==> src/rtl/core/fpa_pkg.sv <==
// shared types and constants for the fixed block pool allocator
package fpa_pkg;

  // fixed field widths
  localparam int OFF_W     = 20;
  localparam int CNT_W     = 9;
  localparam int BB_W      = 13;
  localparam int CFG_W     = 13;
  localparam int OP_W      = 2;
  localparam int STAT_W    = 2;
  localparam int DIV_CNT_W = $clog2(CNT_W);

  // smallest block the pool hands out
  localparam int unsigned MIN_BLOCK_BYTES = 8;

  // configuration reset values
  localparam logic [BB_W-1:0]  BLOCK_BYTES_RST   = BB_W'(8);
  localparam logic [CNT_W-1:0] BLOCKS_IN_USE_RST = CNT_W'(256);

  // register indexes on the configuration channel
  localparam logic REG_BLOCK_BYTES   = 1'b0;
  localparam logic REG_BLOCKS_IN_USE = 1'b1;

  // operation codes
  localparam logic [OP_W-1:0] OP_ALLOC = 2'd0;
  localparam logic [OP_W-1:0] OP_FREE  = 2'd1;
  localparam logic [OP_W-1:0] OP_INIT  = 2'd2;

  // status codes
  localparam logic [STAT_W-1:0] ST_OK         = 2'd0;
  localparam logic [STAT_W-1:0] ST_NO_BLOCK   = 2'd1;
  localparam logic [STAT_W-1:0] ST_BAD_OFFSET = 2'd2;

  // commands from the controller to the datapath
  typedef struct packed {
    logic              load_in;
    logic              alloc_read;
    logic              mul_limit;
    logic              alloc_commit;
    logic              div_start;
    logic              div_step;
    logic              free_commit;
    logic              init_latch;
    logic              walk_step;
    logic              init_commit;
    logic              init_empty;
    logic              respond;
    logic [STAT_W-1:0] resp_status;
    logic              resp_offset;
  } fpa_cmd_t;

  // status from the datapath to the controller
  typedef struct packed {
    logic alloc_empty;
    logic range_bad;
    logic div_last;
    logic rem_zero;
    logic walk_last;
    logic count_zero;
  } fpa_flags_t;

endpackage

==> src/rtl/core/fpa_ctrl.sv <==
// controller state machine for the fixed block pool allocator
module fpa_ctrl (
  input  logic                     clk,
  input  logic                     rst,
  input  logic                     start,
  input  logic [fpa_pkg::OP_W-1:0] op,
  output logic                     busy,
  output fpa_pkg::fpa_cmd_t        cmd,
  input  fpa_pkg::fpa_flags_t      flags
);
  import fpa_pkg::*;

  localparam logic [2:0] S_IDLE     = 3'd0;
  localparam logic [2:0] S_ALLOC_WB = 3'd1;
  localparam logic [2:0] S_CHECK    = 3'd2;
  localparam logic [2:0] S_DIV      = 3'd3;
  localparam logic [2:0] S_FREE_WB  = 3'd4;
  localparam logic [2:0] S_WALK     = 3'd5;

  logic [2:0] state;
  logic [2:0] state_next;

  assign busy = (state != S_IDLE);

  // state register
  always_ff @(posedge clk) begin
    if (rst) begin
      state <= S_IDLE;
    end else begin
      state <= state_next;
    end
  end

  // next state and commands
  always_comb begin
    state_next = state;
    cmd        = '0;
    unique case (state)
      S_IDLE: begin
        if (start) begin
          unique case (op)
            OP_ALLOC: begin
              if (flags.alloc_empty) begin
                cmd.respond     = 1'b1;
                cmd.resp_status = ST_NO_BLOCK;
              end else begin
                cmd.alloc_read = 1'b1;
                state_next     = S_ALLOC_WB;
              end
            end
            OP_FREE: begin
              cmd.load_in   = 1'b1;
              cmd.mul_limit = 1'b1;
              state_next    = S_CHECK;
            end
            OP_INIT: begin
              cmd.init_latch = 1'b1;
              if (flags.count_zero) begin
                cmd.init_empty  = 1'b1;
                cmd.respond     = 1'b1;
                cmd.resp_status = ST_NO_BLOCK;
              end else begin
                state_next = S_WALK;
              end
            end
            default: begin
              cmd.respond     = 1'b1;
              cmd.resp_status = ST_OK;
            end
          endcase
        end
      end
      S_ALLOC_WB: begin
        cmd.alloc_commit = 1'b1;
        cmd.respond      = 1'b1;
        cmd.resp_status  = ST_OK;
        cmd.resp_offset  = 1'b1;
        state_next       = S_IDLE;
      end
      S_CHECK: begin
        if (flags.range_bad) begin
          cmd.respond     = 1'b1;
          cmd.resp_status = ST_BAD_OFFSET;
          state_next      = S_IDLE;
        end else begin
          cmd.div_start = 1'b1;
          state_next    = S_DIV;
        end
      end
      S_DIV: begin
        cmd.div_step = 1'b1;
        if (flags.div_last) begin
          state_next = S_FREE_WB;
        end
      end
      S_FREE_WB: begin
        cmd.respond = 1'b1;
        if (flags.rem_zero) begin
          cmd.free_commit = 1'b1;
          cmd.resp_status = ST_OK;
        end else begin
          cmd.resp_status = ST_BAD_OFFSET;
        end
        state_next = S_IDLE;
      end
      S_WALK: begin
        cmd.walk_step = 1'b1;
        if (flags.walk_last) begin
          cmd.init_commit = 1'b1;
          cmd.respond     = 1'b1;
          cmd.resp_status = ST_OK;
          state_next      = S_IDLE;
        end
      end
      default: begin
        state_next = S_IDLE;
      end
    endcase
  end

endmodule

==> src/rtl/core/fpa_dpath.sv <==
// datapath for the fixed block pool allocator: link memory, multiplier, divider
module fpa_dpath #(
  parameter int NUM_BLOCKS      = 256,
  parameter int MAX_BLOCK_BYTES = 4096
) (
  input  logic                        clk,
  input  logic                        rst,
  input  fpa_pkg::fpa_cmd_t           cmd,
  output fpa_pkg::fpa_flags_t         flags,
  input  logic [fpa_pkg::OFF_W-1:0]   byte_offset,
  input  logic [fpa_pkg::BB_W-1:0]    block_bytes,
  input  logic [fpa_pkg::CNT_W-1:0]   blocks_in_use,
  output logic                        done,
  output logic [fpa_pkg::STAT_W-1:0]  status,
  output logic [fpa_pkg::OFF_W-1:0]   block_offset,
  output logic [fpa_pkg::CNT_W-1:0]   free_blocks
);
  import fpa_pkg::*;

  localparam int ADDR_W  = (NUM_BLOCKS > 1) ? $clog2(NUM_BLOCKS) : 1;
  localparam int LINK_W  = $clog2(NUM_BLOCKS + 1);
  localparam int SIZE_W  = $clog2(MAX_BLOCK_BYTES + 1);
  localparam int MUL_A_W = (CNT_W > LINK_W) ? CNT_W : LINK_W;
  localparam int PROD_W  = MUL_A_W + SIZE_W;
  localparam int DIV_W   = (OFF_W > SIZE_W + CNT_W) ? OFF_W : SIZE_W + CNT_W;
  localparam int CMP_W   = (PROD_W > OFF_W) ? PROD_W : OFF_W;
  localparam logic [LINK_W-1:0] LINK_NULL = LINK_W'(NUM_BLOCKS);

  // link memory, undefined until init writes it
  logic [LINK_W-1:0] next_link [NUM_BLOCKS];
  logic [LINK_W-1:0] rd_data;

  logic [LINK_W-1:0]    head;
  logic [CNT_W-1:0]     free_total;
  logic                 pool_ready;
  logic [SIZE_W-1:0]    held_size;
  logic [CNT_W-1:0]     held_count;
  logic [OFF_W-1:0]     offs;
  logic [PROD_W-1:0]    prod;
  logic [DIV_W-1:0]     rem;
  logic [DIV_W-1:0]     dvs;
  logic [CNT_W-1:0]     quot;
  logic [DIV_CNT_W-1:0] div_cnt;
  logic [CNT_W-1:0]     walk_idx;

  logic [SIZE_W-1:0]  size_clamp;
  logic [CNT_W-1:0]   count_clamp;
  logic [MUL_A_W-1:0] mul_a;
  logic [CNT_W-1:0]   walk_nxt;
  logic               wr_en;
  logic [ADDR_W-1:0]  wr_addr;
  logic [LINK_W-1:0]  wr_data;

  // clamp the configured size and count
  always_comb begin
    if (block_bytes < BB_W'(MIN_BLOCK_BYTES)) begin
      size_clamp = SIZE_W'(MIN_BLOCK_BYTES);
    end else if (32'(block_bytes) > MAX_BLOCK_BYTES) begin
      size_clamp = SIZE_W'(MAX_BLOCK_BYTES);
    end else begin
      size_clamp = SIZE_W'(block_bytes);
    end
    if (32'(blocks_in_use) > NUM_BLOCKS) begin
      count_clamp = CNT_W'(NUM_BLOCKS);
    end else begin
      count_clamp = blocks_in_use;
    end
  end

  // status toward the controller
  assign walk_nxt          = walk_idx + CNT_W'(1);
  assign flags.alloc_empty = !pool_ready || (head == LINK_NULL) || (free_total == '0);
  assign flags.range_bad   = !pool_ready || (CMP_W'(offs) >= CMP_W'(prod));
  assign flags.div_last    = (div_cnt == '0);
  assign flags.rem_zero    = (rem == '0);
  assign flags.walk_last   = (walk_nxt == held_count);
  assign flags.count_zero  = (count_clamp == '0);

  // link memory write selection: init walk or free push
  always_comb begin
    wr_en   = cmd.walk_step || cmd.free_commit;
    wr_addr = ADDR_W'(walk_idx);
    wr_data = flags.walk_last ? LINK_NULL : LINK_W'(walk_nxt);
    if (cmd.free_commit) begin
      wr_addr = ADDR_W'(quot);
      wr_data = head;
    end
  end

  // link memory ports
  always_ff @(posedge clk) begin
    if (wr_en) begin
      next_link[wr_addr] <= wr_data;
    end
    if (cmd.alloc_read) begin
      rd_data <= next_link[head[ADDR_W-1:0]];
    end
  end

  // shared multiplier: block index times size, or count times size
  assign mul_a = cmd.mul_limit ? MUL_A_W'(held_count) : MUL_A_W'(head);

  always_ff @(posedge clk) begin
    if (cmd.alloc_read || cmd.mul_limit) begin
      prod <= PROD_W'(mul_a) * PROD_W'(held_size);
    end
  end

  // input latch
  always_ff @(posedge clk) begin
    if (cmd.load_in) begin
      offs <= byte_offset;
    end
  end

  // restoring divider, one quotient bit a cycle
  always_ff @(posedge clk) begin
    if (cmd.div_start) begin
      rem     <= DIV_W'(offs);
      dvs     <= DIV_W'(held_size) << (CNT_W - 1);
      quot    <= '0;
      div_cnt <= DIV_CNT_W'(CNT_W - 1);
    end else if (cmd.div_step) begin
      if (rem >= dvs) begin
        rem  <= rem - dvs;
        quot <= {quot[CNT_W-2:0], 1'b1};
      end else begin
        quot <= {quot[CNT_W-2:0], 1'b0};
      end
      dvs     <= dvs >> 1;
      div_cnt <= div_cnt - DIV_CNT_W'(1);
    end
  end

  // init walk index
  always_ff @(posedge clk) begin
    if (cmd.init_latch) begin
      walk_idx <= '0;
    end else if (cmd.walk_step) begin
      walk_idx <= walk_nxt;
    end
  end

  // pool state
  always_ff @(posedge clk) begin
    if (rst) begin
      head       <= LINK_NULL;
      free_total <= '0;
      pool_ready <= 1'b0;
      held_size  <= SIZE_W'(MIN_BLOCK_BYTES);
      held_count <= '0;
    end else begin
      if (cmd.init_latch) begin
        held_size  <= size_clamp;
        held_count <= count_clamp;
      end
      if (cmd.init_empty) begin
        head       <= LINK_NULL;
        free_total <= '0;
        pool_ready <= 1'b0;
      end else if (cmd.init_commit) begin
        head       <= '0;
        free_total <= held_count;
        pool_ready <= 1'b1;
      end else if (cmd.alloc_commit) begin
        head       <= rd_data;
        free_total <= free_total - CNT_W'(1);
      end else if (cmd.free_commit) begin
        head <= LINK_W'(quot);
        if (free_total < held_count) begin
          free_total <= free_total + CNT_W'(1);
        end
      end
    end
  end

  // result strobe
  always_ff @(posedge clk) begin
    if (rst) begin
      done <= 1'b0;
    end else begin
      done <= cmd.respond;
    end
  end

  // result payload
  always_ff @(posedge clk) begin
    if (cmd.respond) begin
      status       <= cmd.resp_status;
      block_offset <= cmd.resp_offset ? OFF_W'(prod) : '0;
    end
  end

  assign free_blocks = free_total;

`ifndef SYNTHESIS
  // the new count is latched before the walk, the free count only at its end
  a_free_le_count: assert property (@(posedge clk) disable iff (rst)
    !cmd.walk_step |-> (free_total <= held_count))
    else $error("free count above pool size");

  a_not_ready_empty: assert property (@(posedge clk) disable iff (rst)
    !pool_ready |-> (free_total == '0) && (head == LINK_NULL))
    else $error("pool not ready but list not empty");

  a_alloc_has_block: assert property (@(posedge clk) disable iff (rst)
    cmd.alloc_commit |-> (free_total != '0) && (head != LINK_NULL))
    else $error("allocation from an empty list");

  a_free_idx_range: assert property (@(posedge clk) disable iff (rst)
    cmd.free_commit |-> (quot < held_count))
    else $error("freed block index outside the pool");
`endif

endmodule

==> src/rtl/core/fixed_block_pool_allocator.sv <==
// top level of the fixed block pool allocator: config registers, controller, datapath
//
// Usage:
//   Command channel: drive op and byte_offset with start high; the item is
//   taken at a rising edge where start is high and busy is low. op 0 pops a
//   block and returns its byte offset, op 1 frees the block at byte_offset,
//   op 2 rebuilds the free list from the configuration registers.
//   Results: done is high for exactly one cycle with status, block_offset and
//   free_blocks; the receiver cannot stall, so the result must be taken then.
//   Config channel: cfg_valid/cfg_ready with cfg_index (0 block size,
//   1 block count) and cfg_data; cfg_ready is always high. Values are used
//   only at the next init, so write them while the block is idle.
//   Steps from accept to done: op 3, an empty alloc or an init of zero
//   blocks are answered from idle; alloc does a link memory read plus the
//   index times size multiply; a free does the limit multiply and range
//   check, then, if in range, a 9-step restoring divide and, if aligned, a
//   link write; init does one link memory write per block.
//   One item is in flight at a time; busy stays high until its result.
//   Reset: the pool is empty and not ready until an init; size 8, count 256.
module fixed_block_pool_allocator #(
  parameter int NUM_BLOCKS      = 256,
  parameter int MAX_BLOCK_BYTES = 4096
) (
  input  logic                         clk,
  input  logic                         rst,
  input  logic                         start,
  output logic                         busy,
  input  logic [fpa_pkg::OP_W-1:0]     op,
  input  logic [fpa_pkg::OFF_W-1:0]    byte_offset,
  output logic                         done,
  output logic [fpa_pkg::STAT_W-1:0]   status,
  output logic [fpa_pkg::OFF_W-1:0]    block_offset,
  output logic [fpa_pkg::CNT_W-1:0]    free_blocks,
  input  logic                         cfg_valid,
  output logic                         cfg_ready,
  input  logic                         cfg_index,
  input  logic [fpa_pkg::CFG_W-1:0]    cfg_data
);
  import fpa_pkg::*;

  logic [BB_W-1:0]  block_bytes;
  logic [CNT_W-1:0] blocks_in_use;
  fpa_cmd_t         cmd;
  fpa_flags_t       flags;

  assign cfg_ready = 1'b1;

  // configuration registers
  always_ff @(posedge clk) begin
    if (rst) begin
      block_bytes   <= BLOCK_BYTES_RST;
      blocks_in_use <= BLOCKS_IN_USE_RST;
    end else if (cfg_valid && cfg_ready) begin
      unique case (cfg_index)
        REG_BLOCK_BYTES:   block_bytes   <= cfg_data[BB_W-1:0];
        REG_BLOCKS_IN_USE: blocks_in_use <= cfg_data[CNT_W-1:0];
        default: ;
      endcase
    end
  end

  // sequencing
  fpa_ctrl u_ctrl (
    .clk   (clk),
    .rst   (rst),
    .start (start),
    .op    (op),
    .busy  (busy),
    .cmd   (cmd),
    .flags (flags)
  );

  // storage and arithmetic
  fpa_dpath #(
    .NUM_BLOCKS      (NUM_BLOCKS),
    .MAX_BLOCK_BYTES (MAX_BLOCK_BYTES)
  ) u_dpath (
    .clk           (clk),
    .rst           (rst),
    .cmd           (cmd),
    .flags         (flags),
    .byte_offset   (byte_offset),
    .block_bytes   (block_bytes),
    .blocks_in_use (blocks_in_use),
    .done          (done),
    .status        (status),
    .block_offset  (block_offset),
    .free_blocks   (free_blocks)
  );

endmodule

==> config.mk <==
export PLATFORM = sky130hd
export DESIGN_NAME = fixed_block_pool_allocator
export DESIGN_NICKNAME = d
export VERILOG_FILES = /design/src/rtl/core/fpa_pkg.sv /design/src/rtl/core/fpa_ctrl.sv /design/src/rtl/core/fpa_dpath.sv /design/src/rtl/core/fixed_block_pool_allocator.sv
export SDC_FILE = /design/constraint.sdc
export NUM_CORES = 2
export LEC_CHECK = 0
export BUFFER_PORTS_ARGS = -buffer_cell sky130_fd_sc_hd__buf_4
export CORE_MARGIN = 2
export CORE_UTILIZATION = 63
export DETAILED_ROUTE_END_ITERATION = 10
export PLACE_DENSITY = 0.89
export SLEW_MARGIN = 20
export SYNTH_ARGS = -nofsm -noshare
export SYNTH_HDL_FRONTEND = slang
export SYNTH_HIERARCHICAL = 1
export SYNTH_SLANG_ARGS = --single-unit
export TNS_END_PERCENT = 20
==> constraint.sdc <==
create_clock -name clk -period 16 [get_ports clk]
set_input_delay 2.4 -clock clk [delete_from_list [all_inputs] [get_ports clk]]
set_output_delay 2.4 -clock clk [all_outputs]
set_load 0.01 [all_outputs]
[Word level (Yosys, flattened, before mapping)]
Memory sizes are Yosys's and may differ from the RTL's. A register that Yosys moved wholly into a read port is not among the register bits.
Cells that the tools add are included.
Storage, ports and cells
  bits in registers: 196
  bits in writable memories: 2304
  bits of input ports: 40
  output and inout port bits: 34
  logic and storage cells: 132
  memories: 1
Cells by class
  add/sub/neg operators: 5
  multiply operators: 1
  $lt $le $gt $ge: 6
  equal/unequal tests: 15
  mux-type cells: 56
  bitwise operators: 1
  reduce and logical (&&, ||, !) cells: 26
Memories
  u_dpath.next_link: depth 256, bits a word 9, read ports 1, clocked after memory_dff 1, wr ports 1, line fpa_dpath.sv:30  | logic [LINK_W-1:0] next_link [NUM_BLOCKS];
Operators by type and width (count)
  $mux W9: 11
  $mux W20: 3
  $mux W21: 2
  $mux W3: 10
  $mux W13: 2
  $ge A20 B22 Y1: 1
  $ge A22 B21 Y1: 1
  $logic_not A22 Y1: 1
  $mul A9 B13 Y22: 1
  $sub A22 B21 Y22: 1
  $add A9 B1 Y9 const B: 2
  $logic_not A9 Y1: 2
  $mux W1: 18
  $pmux W3 S3: 2
  $pmux W3 S5: 1
  $gt A13 B13 Y1 const B: 1
  $lt A13 B4 Y1 const B: 1
  $pmux W3 S4: 1
  $reduce_and A2 Y1: 5
  $eq A9 B9 Y1: 1
  $eq A9 B9 Y1 const B: 1
  $gt A9 B9 Y1 const B: 1
  $lt A9 B9 Y1: 1
  $reduce_bool A3 Y1: 3
  other kinds (24): 37

[Depth between registers and ports, before layout]
  depth in word-level cells: 9
  depth in mapped cells: 27
  depth with buffers taken out: 23

[Modules after synthesis]
The synthesis kept the hierarchy.
By module, submodules not included
  fpa_dpath: instances 1, cells each 5228, area each 101882.7 um2, seq. area each 73850.8 um2
  fixed_block_pool_allocator: instances 1, cells each 91, area each 960.9 um2, seq. area each 440.4 um2
  fpa_ctrl: instances 1, cells each 52, area each 380.4 um2, seq. area each 60.1 um2

[Worst setup path before layout]
No wires, ideal clock.
  path type: reg2reg
  start: register u_ctrl.state[2]
  end: memory u_dpath/next_link[0][7] in the netlist's numbering, data pin
  setup time: 2241 ps
  data arrival time: 11971 ps
  required time: 13759 ps
  path slack: 1788 ps
  stages on the path, launching flop included: 8
  path buffers: 4
  clock period less this slack: 14212 ps
  cell sequence: dfxtp_1 and2b_1 nor3b_1 clkbuf_1 buf_1 clkbuf_1 clkbuf_1 o31ai_1
RTL lines
  start, declared: line fpa_ctrl.sv:20  | logic [2:0] state;
  start signal, assigned: line fpa_ctrl.sv:30  | state <= state_next;
  end, declared: line fpa_dpath.sv:30

[Worst setup path after layout]
  start: register u_dpath.head[0]
  end: register u_dpath.rd_data[3] (read register of u_dpath.next_link), data pin
On the way
  longest elaborated chain between the ends: 7
RTL lines
  start, declared: line fpa_dpath.sv:33  | logic [LINK_W-1:0] head;
  start signal, assigned: line fpa_dpath.sv:166  | head <= rd_data;
  start signal, assigned: line fpa_dpath.sv:169  | head <= LINK_W'(quot);
  $eq A9 B9 Y1: line fpa_dpath.sv:72  | assign flags.alloc_empty = !pool_ready || (head == LINK_NULL) || (free_total == '0);
  $logic_or A1 B1 Y1 (2 in series): line fpa_dpath.sv:72
  $mux W1: line fpa_ctrl.sv:43  | if (flags.alloc_empty) begin
  $mux W1: line fpa_ctrl.sv:41  | unique case (op)
  $mux W3: line fpa_ctrl.sv:40  | if (start) begin
  $mux W3: line fpa_ctrl.sv:38  | unique case (state)
  end, declared: line fpa_dpath.sv:31  | logic [LINK_W-1:0] rd_data;
Parallel ways exist; a longest one is shown, timed or not.
A chain may end at the register's enable or synchronous reset.

==> flow_summary.yaml <==
sta:
  maxSlewViolCount: 2
  worstMarginPinSlew_ps: 1861
  setup_viol: 0
  rsz0062_at_grt: "no"
  finClkSkew_ps: 71.72
  relSlewSlack_pct: -25.18
  fin_hold_ws_ps: 497.5
  fmax_ghz: 0.1255
  min_period_ps: 7970
  finalSetupTns_ps: 0
  fin_crit_sh_pct: 49.82
  hold_viol_final: 0
clock_network:
  clock_path_buffers: 3
  ctsResizeCount: 0
  clock-root-buffer: "clkbuf_16"
  htreeDepth: 4
  cts.sinks: 2509
  postCtsSetupBuffers: 0
  clk_pin_slew_ps: 70
  clk_latency_ps: 890
  cts_buffers: 227
  cts_tree: "yes"
  hold_buffers: 0
cells_and_area:
  final_common_cell: "edfxtp_1"
  layout-drive-gt1-share_pct: 21.53
  areaGrowthSynthToFinish_pct: 10.15
  final_nets: 5679
  final_cell_mix: "edfxtp_1, mux4_2, nor2_1"
power:
  ir_worst_vdd_mv: 0.1035
  leakagePower_nw: 35.87
  p_per_area_nw_per_um2: 119.9
floorplanning:
  start_util_pct: 63.42
  die_width_um: 408.8
  die_h_um: 408.8
  num_rows: 148
  pin_count: 74
  die-area_um2: 167100
  core_area_um2: 162800
logic_synthesis:
  synth_cell_types: 72
  yosysWarnings: 6
  syn_avg_cell_area_um2: 19.22
  synthArstFlopShare_pct: 0
  synth_edf_count: 2410
  ys_seq_elements: 2509
  synth-main-ff-cell: "edfxtp_1"
  synth.yosys.seq_area_share_pct: 72.03
  synth_area_um2: 103200
  syn_nets: 5591
  synth_cells: 5371
detailed_routing:
  viasPerCell: 7.544
  drt_wl_total_um: 306900
  num_vias: 59210
  ant_nets: 0
  first_pass_iters: 9
  routedWlPerCell_um: 39.10
  drc_errors: 0
  drt_iter0_markers: 11180
setup_path:
  cp-endpoint: "u_dpath/rd_data[3]"
  critical_path.startpoint: "u_dpath/head[0]"
  rrSetupSlack_ps: 8030
  worstReg2RegEnd: "u_dpath/rd_data[3]"
  cp.required_ps: 16530
  end_kind: "register"
  timing.rr.start: "u_dpath/head[0]"
  path_class: "reg -> reg"
  r2r_cells: 11
  cp.arrival_ps: 8500
  cp_max_fo: 86
  startpoint_type: "register"
global_route:
  grt_pass1_wl_um: 421300
  grt_pass1_vias: 57270
  grt_antenna_before_repair: 25
  grt_max_degree: 257
  grt-ovfl-total: 0
  track_usage_pct: 35.45
placement:
  io_buffers: 72
  gp_congestion: 0.8795
  dp_hpwl_um: 152800
flow_run:
  maxCapViolCount: 1
hold_path:
  worstHoldPathType: "reg -> reg"
status:
  violations: "capacitance limit, slew limit"
  status: "complete, but fails checks"
-- per-stage QoR --
| stage | setup slack (ps) | cell area, um2 | total power, W | cells | util, % |
|---|---|---|---|---|---|
| after CTS | 8018 | 113400 | 0.01355 | 7819 | 69.68 |
| after global routing | 7858 | 113600 | 0.01384 | 7827 | 69.82 |
| after global placement | 7196 | 106000 | 0.008015 | 7397 | 65.11 |
| after detailed placement | 7082 | 106000 | 0.008051 | 7397 | 65.11 |
| after floorplan | 1788 | 103200 | 0.007859 | 5371 | - |
| final | 8030 | 113700 | 0.01363 | 7848 | 69.85 |
-- worst min-delay path by stage --
| stage | start | endpoint | slack [ps] | cells past startpoint |
|---|---|---|---|---|
| after floorplan | blocks_in_use[8] | blocks_in_use[8] | 430 | 1 |
| final | block_bytes[0] | block_bytes[0] | 500 | 2 |
| after detailed placement | u_dpath/rd_data[2] | u_dpath/head[2] | 490 | 2 |
| after global routing | blocks_in_use[4] | blocks_in_use[4] | 530 | 2 |
| after CTS | block_bytes[0] | block_bytes[0] | 510 | 2 |
| after global placement | u_dpath/rd_data[2] | u_dpath/head[2] | 460 | 2 |
-- cells by family (layout without fill, tap and decap cells) --
group	after synthesis	after routing	synth area share, %
flip-flops	2509	2509	72.03
AND/OR/NAND/NOR	904	904	4.021
multiplexers	863	863	16.30
buffers and inverters	475	756	2.022
AO/OA/AOI/OAI	372	372	2.297
adder cells (fa/ha/maj)	180	180	2.764
XOR/XNOR	67	67	0.5685
other	1	22	0.003633
-- cell usage after synthesis, drive strengths merged, types with 8 or more instances --
library cell / instances / area, um2
xnor2: 41 / 359.1
a21o: 9 / 67.56
o31ai: 16 / 120.1
edfxtp: 2410 / 72370
nand4: 8 / 50.05
nor2: 427 / 1603
a21oi: 78 / 394.1
ha: 100 / 1251
o21ai: 107 / 535.5
o22ai: 56 / 356.6
nor3: 21 / 105.1
buf: 141 / 833.3
nand3: 24 / 120.1
fa: 80 / 1602
nand2b: 55 / 346.6
nor4: 23 / 143.9
o41ai: 11 / 118.9
a22o: 13 / 113.9
clkbuf: 160 / 600.6
and2: 71 / 444.2
mux2i: 200 / 2002
inv: 172 / 645.6
mux4: 653 / 14710
nand3b: 15 / 112.6
dfxtp: 99 / 1982
or3: 11 / 68.82
a2111oi: 10 / 87.58
xor2: 26 / 227.7
nand2: 181 / 681.9
o211ai: 18 / 135.1
mux2: 10 / 112.6
nor3b: 8 / 60.06
nor2b: 40 / 257.7
-- layout make-up --
class / count / area, um2
Tap cell: 2175 / 2721
Timing Repair Buffer: 160 / 1451
Sequential cell: 2509 / 74370
Fill cell: 8814 / 49070
Antenna cell: 21 / 52.55
Inverter: 174 / 653.1
Clock inverter: 144 / 1508
Clock buffer: 278 / 5932
Multi-Input combinational cell: 2387 / 27010
-- registers in the layout, summed over array words and instances (netlist names), 13 cells and up --
signal,flops
block_bytes,13
u_dpath/offs,20
u_dpath/next_link,2304
u_dpath/prod,22
u_dpath/dvs,21
u_dpath/held_size,13
u_dpath/block_offset,20
u_dpath/rem,22
-- per-layer routing --
layer | track usage [%] | share of wire [%] | wire, um
met5 | 0 | 0.067 | 205
met4 | 22.69 | 8.8 | 26940
met3 | 9.587 | 14 | 42110
met2 | 55.55 | 47 | 144300
met1 | 44.21 | 30 | 93300
-- critical path, cell delays in order, from the launching register on --
cell	delay, ps
dfxtp_4	870
buf_4	740
buf_12	660
buf_4	770
buf_4	870
mux4_2	610
mux2i_1	280
o21ai_0	230
a21oi_1	270
nor2_1	210
nor4_1	1530
o32ai_1	350
-- power breakdown --
group	internal [W]	switching, W	total, W
Combinational	0.000256	0.000464	0.000720
Clock	0.00305	0.00260	0.00565
Sequential	0.00722	0.0000323	0.00726
Note: power is estimated with default switching activity, not from simulation.
